`config.mk`:
```
export PLATFORM = sky130hd
export DESIGN_NAME = progressive_fetch_scheduler_core
export DESIGN_NICKNAME = d
export VERILOG_FILES = /design/src/pfs_pkg.sv /design/src/pfs_ram.sv /design/src/pfs_ctrl.sv /design/src/pfs_dp.sv /design/src/progressive_fetch_scheduler_core.sv
export SDC_FILE = /design/constraint.sdc
export NUM_CORES = 2
export LEC_CHECK = 0
export BUFFER_PORTS_ARGS = -buffer_cell sky130_fd_sc_hd__buf_2
export CAP_MARGIN = 20
export CORE_ASPECT_RATIO = 0.9
export CORE_MARGIN = 1
export CORE_UTILIZATION = 50
export CTS_BUF_LIST = sky130_fd_sc_hd__clkbuf_2
export CTS_CLUSTER_DIAMETER = 200
export DETAILED_ROUTE_END_ITERATION = 6
export PLACE_DENSITY_LB_ADDON = 0.1
export SYNTH_ARGS = -nofsm -noshare
export SYNTH_HDL_FRONTEND = slang
export SYNTH_SLANG_ARGS = --single-unit
```
`constraint.sdc`:
```
create_clock -name clk_i -period 42.3 [get_ports clk_i]
set_clock_uncertainty 0.2 [all_clocks]
set_input_delay 6.345 -clock clk_i [delete_from_list [all_inputs] [get_ports clk_i]]
set_output_delay 6.345 -clock clk_i [all_outputs]
set_load 0.005 [all_outputs]
```
`src/pfs_pkg.sv`:
```
package pfs_pkg;

  localparam int ITEMS_MAX = 256;
  localparam int QUALITY_LEVELS = 16;
  localparam int ITEM_W = $clog2(ITEMS_MAX);
  localparam int CNT_W = ITEM_W + 1;
  localparam int QUAL_W = $clog2(QUALITY_LEVELS);
  localparam int LVL_W = QUAL_W + 1;
  localparam int BLK_W = 8;
  localparam int CFG_IDX_W = 2;
  localparam int CFG_DATA_W = CNT_W;

  typedef enum logic [CFG_IDX_W-1:0] {
    CFG_ITEMS_COUNT = 2'd0,
    CFG_MAX_QUALITY = 2'd1,
    CFG_BLOCK_SIZE  = 2'd2
  } cfg_idx_e;

  typedef enum logic [1:0] {
    ST_FETCH     = 2'd0,
    ST_EXHAUSTED = 2'd1,
    ST_RANGE     = 2'd2
  } status_e;

  typedef struct packed {
    logic    cap;
    logic    set_focus;
    logic    rd_head;
    logic    setup;
    logic    pass_exhaust;
    logic    pass_next;
    logic    level_next;
    logic    rd_cand;
    logic    wr_head;
    logic    wr_cand;
    logic    emit;
    status_e emit_status;
  } cmd_t;

  typedef struct packed {
    logic mode;
    logic req_oob;
    logic focus_oob;
    logic head_pending;
    logic head_ok;
    logic pass_over;
    logic start_ge_n;
    logic level_over;
    logic pos_end;
    logic cand_ok;
  } sts_t;

  function automatic logic [ITEM_W-1:0] item_at(input logic [CNT_W-1:0] p,
                                                 input logic [ITEM_W-1:0] f,
                                                 input logic [CNT_W-1:0] n);
    logic [CNT_W:0] below;
    logic [CNT_W:0] above;
    logic [CNT_W:0] m;
    logic [CNT_W:0] two_m;
    logic [CNT_W:0] pw;
    logic [CNT_W:0] k;
    logic [CNT_W:0] r;
    logic [CNT_W:0] res;
    below = {2'b00, f};
    above = {1'b0, n} - (CNT_W+1)'(1) - below;
    m = (below < above) ? below : above;
    two_m = {m[CNT_W-1:0], 1'b0};
    pw = {1'b0, p};
    k = (pw + (CNT_W+1)'(1)) >> 1;
    r = pw - two_m - (CNT_W+1)'(1);
    if (pw == '0) begin
      res = below;
    end else if (pw <= two_m) begin
      res = pw[0] ? below + k : below - k;
    end else if (below > above) begin
      res = below - m - (CNT_W+1)'(1) - r;
    end else begin
      res = below + m + (CNT_W+1)'(1) + r;
    end
    return res[ITEM_W-1:0];
  endfunction

endpackage

```
`src/pfs_ram.sv`:
```
module pfs_ram #(
  parameter int WIDTH = 8,
  parameter int DEPTH = 256
) (
  input  logic                     clk_i,
  input  logic                     we_i,
  input  logic [$clog2(DEPTH)-1:0] waddr_i,
  input  logic [WIDTH-1:0]         wdata_i,
  input  logic [$clog2(DEPTH)-1:0] raddr_i,
  output logic [WIDTH-1:0]         rdata_o
);

  logic [WIDTH-1:0] mem_q [DEPTH];
  logic [WIDTH-1:0] rdata_q;

  always_ff @(posedge clk_i) begin
    if (we_i) begin
      mem_q[waddr_i] <= wdata_i;
    end
    rdata_q <= mem_q[raddr_i];
  end

  assign rdata_o = rdata_q;

endmodule

```
`src/pfs_ctrl.sv`:
```
module pfs_ctrl (
  input  logic          clk_i,
  input  logic          rst_ni,
  input  logic          start_i,
  input  pfs_pkg::sts_t sts_i,
  output pfs_pkg::cmd_t cmd_o,
  output logic          busy_o
);
  import pfs_pkg::*;

  typedef enum logic [2:0] {
    S_IDLE,
    S_DECODE,
    S_HEAD_CHK,
    S_SETUP,
    S_SCAN,
    S_CAND_CHK
  } state_e;

  state_e state_q, state_d;
  logic   busy_q;

  always_comb begin
    cmd_o = '0;
    cmd_o.emit_status = ST_FETCH;
    state_d = state_q;
    unique case (state_q)
      S_IDLE: begin
        if (start_i) begin
          cmd_o.cap = 1'b1;
          state_d = S_DECODE;
        end
      end
      S_DECODE: begin
        state_d = S_IDLE;
        if (sts_i.mode) begin
          if (sts_i.req_oob) begin
            cmd_o.emit = 1'b1;
            cmd_o.emit_status = ST_RANGE;
          end else begin
            cmd_o.set_focus = 1'b1;
          end
        end else if (sts_i.focus_oob) begin
          cmd_o.emit = 1'b1;
          cmd_o.emit_status = ST_EXHAUSTED;
        end else if (sts_i.head_pending) begin
          cmd_o.rd_head = 1'b1;
          state_d = S_HEAD_CHK;
        end else begin
          state_d = S_SETUP;
        end
      end
      S_HEAD_CHK: begin
        if (sts_i.head_ok) begin
          cmd_o.wr_head = 1'b1;
          cmd_o.emit = 1'b1;
          state_d = S_IDLE;
        end else begin
          state_d = S_SETUP;
        end
      end
      S_SETUP: begin
        if (sts_i.pass_over) begin
          cmd_o.emit = 1'b1;
          cmd_o.emit_status = ST_EXHAUSTED;
          state_d = S_IDLE;
        end else if (sts_i.start_ge_n) begin
          cmd_o.pass_exhaust = 1'b1;
          cmd_o.emit = 1'b1;
          cmd_o.emit_status = ST_EXHAUSTED;
          state_d = S_IDLE;
        end else begin
          cmd_o.setup = 1'b1;
          state_d = S_SCAN;
        end
      end
      S_SCAN: begin
        if (sts_i.level_over) begin
          cmd_o.pass_next = 1'b1;
          state_d = S_SETUP;
        end else if (sts_i.pos_end) begin
          cmd_o.level_next = 1'b1;
        end else begin
          cmd_o.rd_cand = 1'b1;
          state_d = S_CAND_CHK;
        end
      end
      S_CAND_CHK: begin
        if (sts_i.cand_ok) begin
          cmd_o.wr_cand = 1'b1;
          cmd_o.emit = 1'b1;
          state_d = S_IDLE;
        end else begin
          state_d = S_SCAN;
        end
      end
      default: state_d = S_IDLE;
    endcase
  end

  always_ff @(posedge clk_i or negedge rst_ni) begin
    if (!rst_ni) begin
      state_q <= S_IDLE;
      busy_q  <= 1'b0;
    end else begin
      state_q <= state_d;
      busy_q  <= (state_d != S_IDLE);
    end
  end

  assign busy_o = busy_q;

endmodule

```
`src/pfs_dp.sv`:
```
module pfs_dp (
  input  logic                          clk_i,
  input  logic                          rst_ni,
  input  logic                          cfg_we_i,
  input  logic [pfs_pkg::CFG_IDX_W-1:0] cfg_index_i,
  input  logic [pfs_pkg::CFG_DATA_W-1:0] cfg_data_i,
  input  logic                          mode_i,
  input  logic [pfs_pkg::ITEM_W-1:0]    focus_item_i,
  input  pfs_pkg::cmd_t                 cmd_i,
  output pfs_pkg::sts_t                 sts_o,
  output logic                          done_o,
  output logic [1:0]                    status_o,
  output logic [pfs_pkg::ITEM_W-1:0]    item_o,
  output logic [pfs_pkg::QUAL_W-1:0]    quality_o
);
  import pfs_pkg::*;

  localparam int START_W = LVL_W + BLK_W + 1;

  logic [CNT_W-1:0]  items_count_q;
  logic [QUAL_W-1:0] max_quality_q;
  logic [BLK_W-1:0]  block_size_q;

  logic              mode_q;
  logic [ITEM_W-1:0] req_q;
  logic [ITEM_W-1:0] focus_q;
  logic              head_q;
  logic [LVL_W-1:0]  pass_q;
  logic [LVL_W-1:0]  level_q;
  logic [CNT_W-1:0]  pos_q;
  logic [CNT_W-1:0]  start_q;
  logic [CNT_W-1:0]  end_q;
  logic [QUAL_W-1:0] lo_q;
  logic [ITEM_W-1:0] rd_addr_q;
  logic [ITEMS_MAX-1:0] valid_q;

  logic              done_q;
  status_e           status_q;
  logic [ITEM_W-1:0] res_item_q;
  logic [QUAL_W-1:0] res_qual_q;

  logic [CNT_W-1:0]   n_eff;
  logic [BLK_W-1:0]   b_eff;
  logic [START_W-1:0] start_c;
  logic [START_W-1:0] sum_c;
  logic [CNT_W-1:0]   end_c;
  logic [QUAL_W-1:0]  lo_c;
  logic [LVL_W-1:0]   lvl_p;
  logic [CNT_W-1:0]   pos_p;
  logic [ITEM_W-1:0]  cand_item;
  logic [ITEM_W-1:0]  raddr;
  logic [LVL_W-1:0]   rdata;
  logic [LVL_W-1:0]   stored_lvl;
  logic               we;
  logic [LVL_W-1:0]   wdata;

  always_comb begin
    if (items_count_q == '0) begin
      n_eff = CNT_W'(1);
    end else if (items_count_q > CNT_W'(ITEMS_MAX)) begin
      n_eff = CNT_W'(ITEMS_MAX);
    end else begin
      n_eff = items_count_q;
    end
  end

  assign b_eff   = (block_size_q == '0) ? BLK_W'(1) : block_size_q;
  assign start_c = START_W'(pass_q) * START_W'(b_eff) + START_W'(1);
  assign sum_c   = start_c + START_W'(b_eff);
  assign end_c   = (pass_q == LVL_W'(max_quality_q) || sum_c > START_W'(n_eff))
                   ? n_eff : sum_c[CNT_W-1:0];
  assign lo_c    = (LVL_W'(max_quality_q) >= pass_q + LVL_W'(1))
                   ? QUAL_W'(LVL_W'(max_quality_q) - pass_q - LVL_W'(1)) : '0;

  assign lvl_p     = (level_q < LVL_W'(lo_q)) ? LVL_W'(lo_q) : level_q;
  assign pos_p     = (pos_q < start_q) ? start_q : pos_q;
  assign cand_item = item_at(pos_p, focus_q, n_eff);

  assign raddr      = cmd_i.rd_head ? focus_q : cand_item;
  assign stored_lvl = valid_q[rd_addr_q] ? rdata : '0;
  assign we         = cmd_i.wr_head | cmd_i.wr_cand;
  assign wdata      = cmd_i.wr_head ? LVL_W'(max_quality_q) + LVL_W'(1)
                                    : level_q + LVL_W'(1);

  pfs_ram #(
    .WIDTH(LVL_W),
    .DEPTH(ITEMS_MAX)
  ) u_level_ram (
    .clk_i  (clk_i),
    .we_i   (we),
    .waddr_i(rd_addr_q),
    .wdata_i(wdata),
    .raddr_i(raddr),
    .rdata_o(rdata)
  );

  always_comb begin
    sts_o.mode         = mode_q;
    sts_o.req_oob      = {1'b0, req_q} >= n_eff;
    sts_o.focus_oob    = {1'b0, focus_q} >= n_eff;
    sts_o.head_pending = head_q;
    sts_o.head_ok      = stored_lvl <= LVL_W'(max_quality_q);
    sts_o.pass_over    = pass_q > LVL_W'(max_quality_q);
    sts_o.start_ge_n   = start_c >= START_W'(n_eff);
    sts_o.level_over   = lvl_p > LVL_W'(max_quality_q);
    sts_o.pos_end      = pos_p >= end_q;
    sts_o.cand_ok      = stored_lvl <= level_q;
  end

  always_ff @(posedge clk_i or negedge rst_ni) begin
    if (!rst_ni) begin
      items_count_q <= CNT_W'(1);
      max_quality_q <= '0;
      block_size_q  <= BLK_W'(2);
      focus_q       <= '0;
      head_q        <= 1'b1;
      pass_q        <= '0;
      level_q       <= '0;
      pos_q         <= '0;
      valid_q       <= '0;
      done_q        <= 1'b0;
    end else begin
      done_q <= cmd_i.emit;
      if (cfg_we_i) begin
        unique case (cfg_index_i)
          CFG_ITEMS_COUNT: items_count_q <= cfg_data_i;
          CFG_MAX_QUALITY: max_quality_q <= cfg_data_i[QUAL_W-1:0];
          CFG_BLOCK_SIZE:  block_size_q  <= cfg_data_i[BLK_W-1:0];
          default: ;
        endcase
      end
      if (cmd_i.set_focus) begin
        focus_q <= req_q;
        head_q  <= 1'b1;
        pass_q  <= '0;
        level_q <= '0;
        pos_q   <= '0;
      end
      if (cmd_i.rd_head) begin
        head_q <= 1'b0;
      end
      if (cmd_i.pass_exhaust) begin
        pass_q  <= LVL_W'(max_quality_q) + LVL_W'(1);
        level_q <= '0;
        pos_q   <= '0;
      end
      if (cmd_i.pass_next) begin
        pass_q  <= pass_q + LVL_W'(1);
        level_q <= '0;
        pos_q   <= '0;
      end
      if (cmd_i.level_next) begin
        level_q <= lvl_p + LVL_W'(1);
        pos_q   <= start_q;
      end
      if (cmd_i.rd_cand) begin
        level_q <= lvl_p;
        pos_q   <= pos_p + CNT_W'(1);
      end
      if (we) begin
        valid_q[rd_addr_q] <= 1'b1;
      end
    end
  end

  always_ff @(posedge clk_i) begin
    if (cmd_i.cap) begin
      mode_q <= mode_i;
      req_q  <= focus_item_i;
    end
    if (cmd_i.setup) begin
      start_q <= start_c[CNT_W-1:0];
      end_q   <= end_c;
      lo_q    <= lo_c;
    end
    if (cmd_i.rd_head || cmd_i.rd_cand) begin
      rd_addr_q <= raddr;
    end
    if (cmd_i.emit) begin
      status_q <= cmd_i.emit_status;
      if (cmd_i.emit_status != ST_FETCH) begin
        res_item_q <= '0;
        res_qual_q <= '0;
      end else if (cmd_i.wr_head) begin
        res_item_q <= focus_q;
        res_qual_q <= max_quality_q;
      end else begin
        res_item_q <= rd_addr_q;
        res_qual_q <= level_q[QUAL_W-1:0];
      end
    end
  end

  assign done_o    = done_q;
  assign status_o  = status_q;
  assign item_o    = res_item_q;
  assign quality_o = res_qual_q;

endmodule

```
`src/progressive_fetch_scheduler_core.sv`:
```
// Progressive fetch scheduler: picks the next item and quality level to fetch
// around a focus item, centre-out, with a per-item next-level table.
// Command channel: drive start with mode_i/focus_item_i; the beat is taken
// when start is high and busy is low. mode_i = 1 moves the focus (no result
// unless focus_item_i is out of range, which returns status 2); mode_i = 0
// requests the next fetch and always returns one result.
// Results appear for exactly one cycle with done_o high, on status_o, item_o
// and quality_o; the receiver cannot stall them.
// A focus move or an out-of-range focus ends at decode; a head fetch adds one
// head table read; a scan request adds its set-up, each candidate read, each
// level step and each pass step (plus a head read if the head is satisfied).
// Candidates are tested one at a time through the table's single read port,
// so a request that skips many satisfied items takes proportionally longer.
// Configuration: cfg_valid/cfg_ready write channel, index 0 items_count,
// 1 max_quality, 2 block_size; write only while busy is low.
// Reset clears the table (per-entry valid bits), sets focus 0 and restarts
// the sequence; registers return to items_count 1, max_quality 0,
// block_size 2.
module progressive_fetch_scheduler_core (
  input  logic                           clk_i,
  input  logic                           rst_ni,
  input  logic                           start,
  output logic                           busy,
  input  logic                           mode_i,
  input  logic [pfs_pkg::ITEM_W-1:0]     focus_item_i,
  input  logic                           cfg_valid_i,
  output logic                           cfg_ready_o,
  input  logic [pfs_pkg::CFG_IDX_W-1:0]  cfg_index_i,
  input  logic [pfs_pkg::CFG_DATA_W-1:0] cfg_data_i,
  output logic                           done_o,
  output logic [1:0]                     status_o,
  output logic [pfs_pkg::ITEM_W-1:0]     item_o,
  output logic [pfs_pkg::QUAL_W-1:0]     quality_o
);
  import pfs_pkg::*;

  cmd_t cmd;
  sts_t sts;
  logic busy_w;

  assign cfg_ready_o = 1'b1;
  assign busy = busy_w;

  pfs_ctrl u_ctrl (
    .clk_i  (clk_i),
    .rst_ni (rst_ni),
    .start_i(start & ~busy_w),
    .sts_i  (sts),
    .cmd_o  (cmd),
    .busy_o (busy_w)
  );

  pfs_dp u_dp (
    .clk_i       (clk_i),
    .rst_ni      (rst_ni),
    .cfg_we_i    (cfg_valid_i & cfg_ready_o),
    .cfg_index_i (cfg_index_i),
    .cfg_data_i  (cfg_data_i),
    .mode_i      (mode_i),
    .focus_item_i(focus_item_i),
    .cmd_i       (cmd),
    .sts_o       (sts),
    .done_o      (done_o),
    .status_o    (status_o),
    .item_o      (item_o),
    .quality_o   (quality_o)
  );

  a_done_idle: assert property (@(posedge clk_i) disable iff (!rst_ni)
    done_o |-> !busy)
    else $error("result strobe while busy");

  a_start_busy: assert property (@(posedge clk_i) disable iff (!rst_ni)
    start && !busy |=> busy)
    else $error("accepted beat did not raise busy");

  a_zero_payload: assert property (@(posedge clk_i) disable iff (!rst_ni)
    done_o && (status_o != ST_FETCH) |-> (item_o == '0) && (quality_o == '0))
    else $error("nonzero payload on non-fetch result");

endmodule
```
# Yosys cells after proc, flatten, opt, wreduce, memory -nomap -nowiden
# Memory sizes are Yosys's and may differ from the RTL's. A register that Yosys moved wholly into a read port is not among the register bits.
# Index checks and enable logic that the tools add are counted.
dict set report op_classes {
  multipliers 1
  n_addsub 22
  eq_ne 8
  order_cmp 18
  reduce_logical 16
  bitwise 4
  muxes 75
}
# op n
set ops {}
lappend ops {{bitwise OR 256 bit} 1}
lappend ops {{2-to-1 mux 9 bit} 10}
lappend ops {{2-to-1 mux 8 bit} 7}
lappend ops {{2-to-1 mux 5 bit} 10}
lappend ops {{2-to-1 mux 3 bit} 13}
lappend ops {{subtractor 8 bit} 4}
lappend ops {{adder 8 bit} 3}
lappend ops {{2-to-1 mux 1 bit} 22}
lappend ops {{adder 9 x 1 -> 9 bit, second input constant} 2}
lappend ops {{greater-or-equal comparator 8 x 9 -> 1 bit} 2}
lappend ops {{logical NOT 9 bit} 2}
lappend ops {{case mux 3 bit (6 select lines)} 1}
lappend ops {{subtractor 8 x 1 -> 8 bit, second input constant} 2}
lappend ops {{adder 5 x 1 -> 5 bit, second input constant} 3}
lappend ops {{adder 13 x 1 -> 14 bit, second input constant} 1}
lappend ops {{adder 14 x 8 -> 14 bit} 1}
lappend ops {{greater-or-equal comparator 14 x 9 -> 1 bit} 1}
lappend ops {{> comparator 14 x 9 -> 1 bit} 1}
lappend ops {{2-to-1 mux 2 bit} 7}
lappend ops {{multiplier 5 x 8 -> 13 bit} 1}
lappend ops {{> comparator 5 x 4 -> 1 bit} 2}
lappend ops {{> comparator 8 x 10 -> 1 bit} 1}
lappend ops {{less-or-equal comparator 9 x 10 -> 1 bit} 1}
lappend ops {{< comparator 8 x 10 -> 1 bit} 1}
lappend ops {{38 further kinds} 45}
dict set report totals {
  in_bits 24
  elab_cells 166
  register_bits 363
  out_inout_bits 17
  ram_bits 1280
  n_memories 1
}
# memory words width rd rd_clocked_by_memory_dff write_ports line
set memory_table {}
lappend memory_table {u_dp.u_level_ram.mem_q 256 5 1 1 1 pfs_ram.sv:13} ;# logic [WIDTH-1:0] mem_q [DEPTH];

# Logic depth before layout (Yosys ltp)
dict set report logic_depth {
  ltp_word 14
  mapped_depth 42
  ltp_nobuf 39
}

# Hierarchy
# Synthesis repeated with hierarchy kept, for this count alone.
dict set report hier_totals {
  cells_unflattened 4444
  hier_area_um2 72246.8
}
# module area_each_um2 n_inst seq_area_each_um2 cells_per_inst
set by_module_without_submodules {}
lappend by_module_without_submodules {pfs_ram 50284.5 1 38537.0 2497}
lappend by_module_without_submodules {pfs_dp 21579.4 1 9252.6 1899}
lappend by_module_without_submodules {pfs_ctrl 357.8 1 100.1 45}
lappend by_module_without_submodules {progressive_fetch_scheduler_core 25.0 1 0.0 3}

# Least setup slack after synthesis
# OpenSTA, ideal clock, no wires.
dict set report synth_path {
  path_kind {register -> register}
  start {register u_dp.rd_addr_q[0]}
  end {memory u_dp.u_level_ram.mem_q[0][4] in the netlist's numbering (data pin)}
  setup_time_ns 2.187
  arrival_time_ns 13.978
  slack_ns 25.934
  period_less_slack_ns 16.366
  path_buffers 5
  path_stages_with_launch 20
  required_time_ns 39.913
  path_cell_list {edfxtp_1 > buf_4 > buf_2 > buf_4 > buf_2 > mux4_2 > mux4_2 > nand3_1 > nand3_1 > a211oi_2 > nor2b_1 > ha_1 > nor2b_1 > o21ai_0 > nand2b_1 > a21oi_1 > a41o_1 > nand4_2 > clkbuf_1 > o21ai_0}
}
dict set report synth_via {
  elab_chain_cells 7
}
# element line
set synth_rtl {}
lappend synth_rtl {{start, declared} pfs_dp.sv:34} ;# logic [ITEM_W-1:0] rd_addr_q;
lappend synth_rtl {{start signal, assigned} pfs_dp.sv:177} ;# rd_addr_q <= raddr;
lappend synth_rtl {{binary-select mux 1 bit (select 8 bit)} pfs_dp.sv:80} ;# assign stored_lvl = valid_q[rd_addr_q] ? rdata : '0;
lappend synth_rtl {{2-to-1 mux 1 bit (not written as such)} pfs_dp.sv:80}
lappend synth_rtl {{2-to-1 mux 5 bit} pfs_dp.sv:80}
lappend synth_rtl {{less-or-equal comparator 5 x 4 -> 1 bit} pfs_dp.sv:102} ;# sts_o.head_ok = stored_lvl <= LVL_W'(max_quality_q);
lappend synth_rtl {{2-to-1 mux 1 bit} pfs_ctrl.sv:54} ;# if (sts_i.head_ok) begin
lappend synth_rtl {{2-to-1 mux 1 bit} pfs_ctrl.sv:27} ;# unique case (state_q)
lappend synth_rtl {{2-to-1 mux 5 bit} pfs_dp.sv:82} ;# assign wdata = cmd_i.wr_head ? LVL_W'(max_quality_q) + LVL_W'(1)
lappend synth_rtl {{named net u_dp.u_level_ram.wdata_i[4]} pfs_ram.sv:8} ;# input logic [WIDTH-1:0] wdata_i,
lappend synth_rtl {{end, declared} pfs_ram.sv:13}
# The timed path passes the listed nets, and every way through them passes these cells. The select of a mux whose other input is x is not followed.

# Worst setup path after layout
dict set report layout_path {
  start {register u_dp.items_count_q[5]}
  end {register u_dp.u_level_ram.rdata_q[2], in the netlist u_dp.u_level_ram.rdata_o[2], read port of u_dp.u_level_ram.mem_q}
}
dict set report layout_via {
  elab_chain_cells 14
  word_cells_on_any_way 26
  classes_between {add/sub (10); order compare (5); mux (10); reduce/logical (1)}
}
# element line
set layout_rtl {}
lappend layout_rtl {{start, declared} pfs_dp.sv:20} ;# logic [CNT_W-1:0] items_count_q;
lappend layout_rtl {{start signal, assigned} pfs_dp.sv:126} ;# CFG_ITEMS_COUNT: items_count_q <= cfg_data_i;
lappend layout_rtl {{> comparator 9 bit} pfs_dp.sv:60} ;# end else if (items_count_q > CNT_W'(ITEMS_MAX)) begin
lappend layout_rtl {{2-to-1 mux 9 bit} pfs_dp.sv:60}
lappend layout_rtl {{2-to-1 mux 9 bit *} pfs_dp.sv:58} ;# if (items_count_q == '0) begin
lappend layout_rtl {{subtractor 9 x 1 -> 10 bit} pfs_pkg.sv:65} ;# above = {1'b0, n} - (CNT_W+1)'(1) - below;
lappend layout_rtl {{subtractor 10 x 8 -> 10 bit} pfs_pkg.sv:65}
lappend layout_rtl {{< comparator 8 x 10 -> 1 bit} pfs_pkg.sv:66} ;# m = (below < above) ? below : above;
lappend layout_rtl {{2-to-1 mux 9 bit} pfs_pkg.sv:66}
lappend layout_rtl {{adder 8 bit (tied with other cells)} pfs_pkg.sv:78} ;# res = below + m + (CNT_W+1)'(1) + r;
lappend layout_rtl {{adder 8 x 1 -> 8 bit (tied with other cells)} pfs_pkg.sv:78}
lappend layout_rtl {{adder 8 bit / subtractor 8 bit (equally long branches)} {pfs_pkg.sv:78, pfs_pkg.sv:76}}
lappend layout_rtl {{2-to-1 mux 8 bit} pfs_pkg.sv:75} ;# end else if (below > above) begin
lappend layout_rtl {{2-to-1 mux 8 bit} pfs_pkg.sv:73} ;# end else if (pw <= two_m) begin
lappend layout_rtl {{2-to-1 mux 8 bit} pfs_pkg.sv:71} ;# if (pw == '0) begin
lappend layout_rtl {{2-to-1 mux 8 bit *} pfs_dp.sv:79} ;# assign raddr = cmd_i.rd_head ? focus_q : cand_item;
lappend layout_rtl {{end, declared} pfs_ram.sv:14} ;# logic [WIDTH-1:0] rdata_q;
# Mark *: on every way between the ends. The rest lies on a longest branch, timed or not.
# A chain may end at the register's enable or synchronous reset.

==> reports/metrics.cfg <==
[placement]
dp_hpwl_microns=141000
io_buffers=39
gp_congestion=0.910
pre_cts_ws_ns=29.96

[clock_network]
path_clk_slew_ns=0.12
cts_max_level=5
clockBufferDepth=4
clock_latency_ns=1.87
cts_sinks=1648
numCtsBuffers=419
clock-root-buffer=clkbuf_2
tritoncts=yes
cts_resized=0
postCtsSetupBuffers=0
ctsHoldBuffers=0

[timing]
setup_viol=0
worst_pin_slew_ns=1.26
relSlewSlack_pct=15.0
fin_ws_ns=29.76
final.setup.tns_ns=0
finalWorstPathRequiredPeriod_ns=12.54
fin_crit_sh_pct=29.6
rsz0062_at_grt=false
hold_violations=0
max_freq_mhz=79.7
slew_violations=0

[finish]
final_nets=6359
drive_gt1_share_pct=17.9
layout_commonest_cell=edfxtp_1
area_delta_synth_final_pct=8.44
final_cell_mix=1333 x edfxtp_1, 1233 x nand2_1, 669 x clkbuf_2
utilization_pct=54.8

[routing]
wl_met1_microns=98700
vias=49900
routedWlPerCell_microns=27.1
routed-wl-met3_microns=21700
drc_errors=0
antenna_left=0
firstDrtPassIters=7
drtIter0Drc=5942
drt-vias-per-instance=5.92
drt_wl_total_microns=228000
top_layer_used=met4
met2_length_microns=100000

[worst_setup_path]
slowest_stage=nor2_1
worstSetupPathType=flop to flop
worstPathArrival_ns=14.09
required_ns=43.85
worstPathMaxFanout=15
cp-end-kind=flop
cp_slowest_stage_delay_ns=0.92
critPathLaunchType=flop

[status]
status=complete, no violations

[grt]
grt_usage_pct=31.0
grt_pass1_vias=47800
grt_pass1_wl_microns=331000
grt_max_degree=206
grt_overflow=0
antenna_found_initial=3

[yosys]
syn_inst=5892
syn_area_sq_um=72900
yosysSeqAreaShare_pct=65.7
yosys.area.top_type=edfxtp_1
synth_top_family_by_area=simple AND/OR/NAND/NOR gates
muxShareOfSynthArea_pct=4.52
async_flop_share_pct=18.8
synth-seq-cells=1648
synth_edf_count=1333
syn-mean-instance-area_sq_um=12.4
synthSimpleGateAreaFrac_pct=17.0
synthFlopType=edfxtp_1
syn_nets=6116
synth-xor-area-share_pct=1.01
synth_top_cell_area_share_pct=54.9
yosysUniqueCellTypes=90
ys_warn_count=0
synthAdderAreaFrac_pct=3.83
synth_area_leaders=edfxtp_1 55%, dfrtp_1 11%, nand2_1 6.4%, nand3_1 3.8%, ha_1 2.8%
synth_compound_area_share_pct=5.26

[floorplanning]
io_pins=41
start_util_pct=50.5
std_cell_rows=132
die_w_microns=404
die_h_microns=364
die_area_sq_um=147000
core_area_sq_um=144000

[min_path]
hp-class=flop to flop

[flow_run]
cap_violations=0

[cell families (layout without fill, tap and decap cells)]
logic type,Yosys count,count (layout)
AO/OA/AOI/OAI,559,559
XOR/XNOR,84,84
adder cells (fa/ha/maj),200,200
buffers and inverters,457,1036
flip-flops,1648,1648
multiplexers,223,223
other,1,7
AND/OR/NAND/NOR,2720,2720
[flip-flops by register name, summed over array words and instances (netlist names), 9 cells and up]
register	count
u_dp.start_q	9
u_dp.valid_q	256
u_dp.end_q	9
u_dp.pos_q	9
u_dp.u_level_ram.mem_q	1280
u_dp.items_count_q	9
[final timing paths]
path	slack [ns]	depth (start not counted)	endpoint	startpoint
max	29.76	40	u_dp.u_level_ram.rdata_o[2]	u_dp.items_count_q[5]
min	0.26	1	u_dp.valid_q[50]	u_dp.valid_q[50]
max reg2reg	29.76	40	u_dp.u_level_ram.rdata_o[2]	u_dp.items_count_q[5]
min reg2reg	0.26	1	u_dp.valid_q[50]	u_dp.valid_q[50]
max in group asynchronous	35.29	4	u_dp.valid_q[41]	rst_ni
min in group asynchronous	4.37	1	u_dp.valid_q[151]	rst_ni
[cell usage after synthesis (63+ instances only)]
| master | n |
|---|---|
| mux2i_1 | 103 |
| nand3_1 | 557 |
| a21oi_1 | 131 |
| dfrtp_1 | 307 |
| mux4_2 | 81 |
| nor2_1 | 371 |
| buf_2 | 143 |
| a31oi_1 | 63 |
| xnor2_1 | 64 |
| and3_1 | 72 |
| ha_1 | 161 |
| clkbuf_1 | 119 |
| or2_2 | 163 |
| edfxtp_1 | 1333 |
| o21ai_0 | 78 |
| inv_1 | 136 |
| nand2_1 | 1234 |
| or2_1 | 97 |
[metrics by stage]
step	hold slack, ns	cells	cell area, sq um
floorplan	0.228	5892	72900
global placement	0.242	7647	75100
detailed placement	0.245	7653	75100
CTS	0.268	8410	78900
global route	0.275	8420	79000
finish	0.263	8420	79000
[metal layers]
layer | track usage, % | vias to the layer above
li1 | - | 22000
met1 | 45.7 | 24800
met2 | 45.1 | 2595
met3 | 6.77 | 433
met4 | 11.1 | 0
met5 | 0 | -
[area by class of cell]
class,instances,area [sq um]
Timing Repair Buffer,138,1120
Sequential cell,1648,47900
Clock buffer,669,3350
Clock inverter,88,468
Inverter,141,546
Fill cell,12500,65300
Tap cell,1943,2430
Antenna cell,6,15.0
Multi-Input combinational cell,3787,23200
[worst max-delay path: cells and delay by family (launching register included)]
| family | cells | cell delay (ns) |
|---|---|---|
| fa+ha+maj | 5 | 1.83 |
| compound gates | 15 | 4.58 |
| xor+xnor | 3 | 0.80 |
| flops | 1 | 0.41 |
| simple gates | 11 | 3.60 |
| buf+inv | 6 | 1.09 |
Power is left out: the tool's default activity adds up to more than one toggle a clock period on the data nets, which glitch-free logic cannot reach.
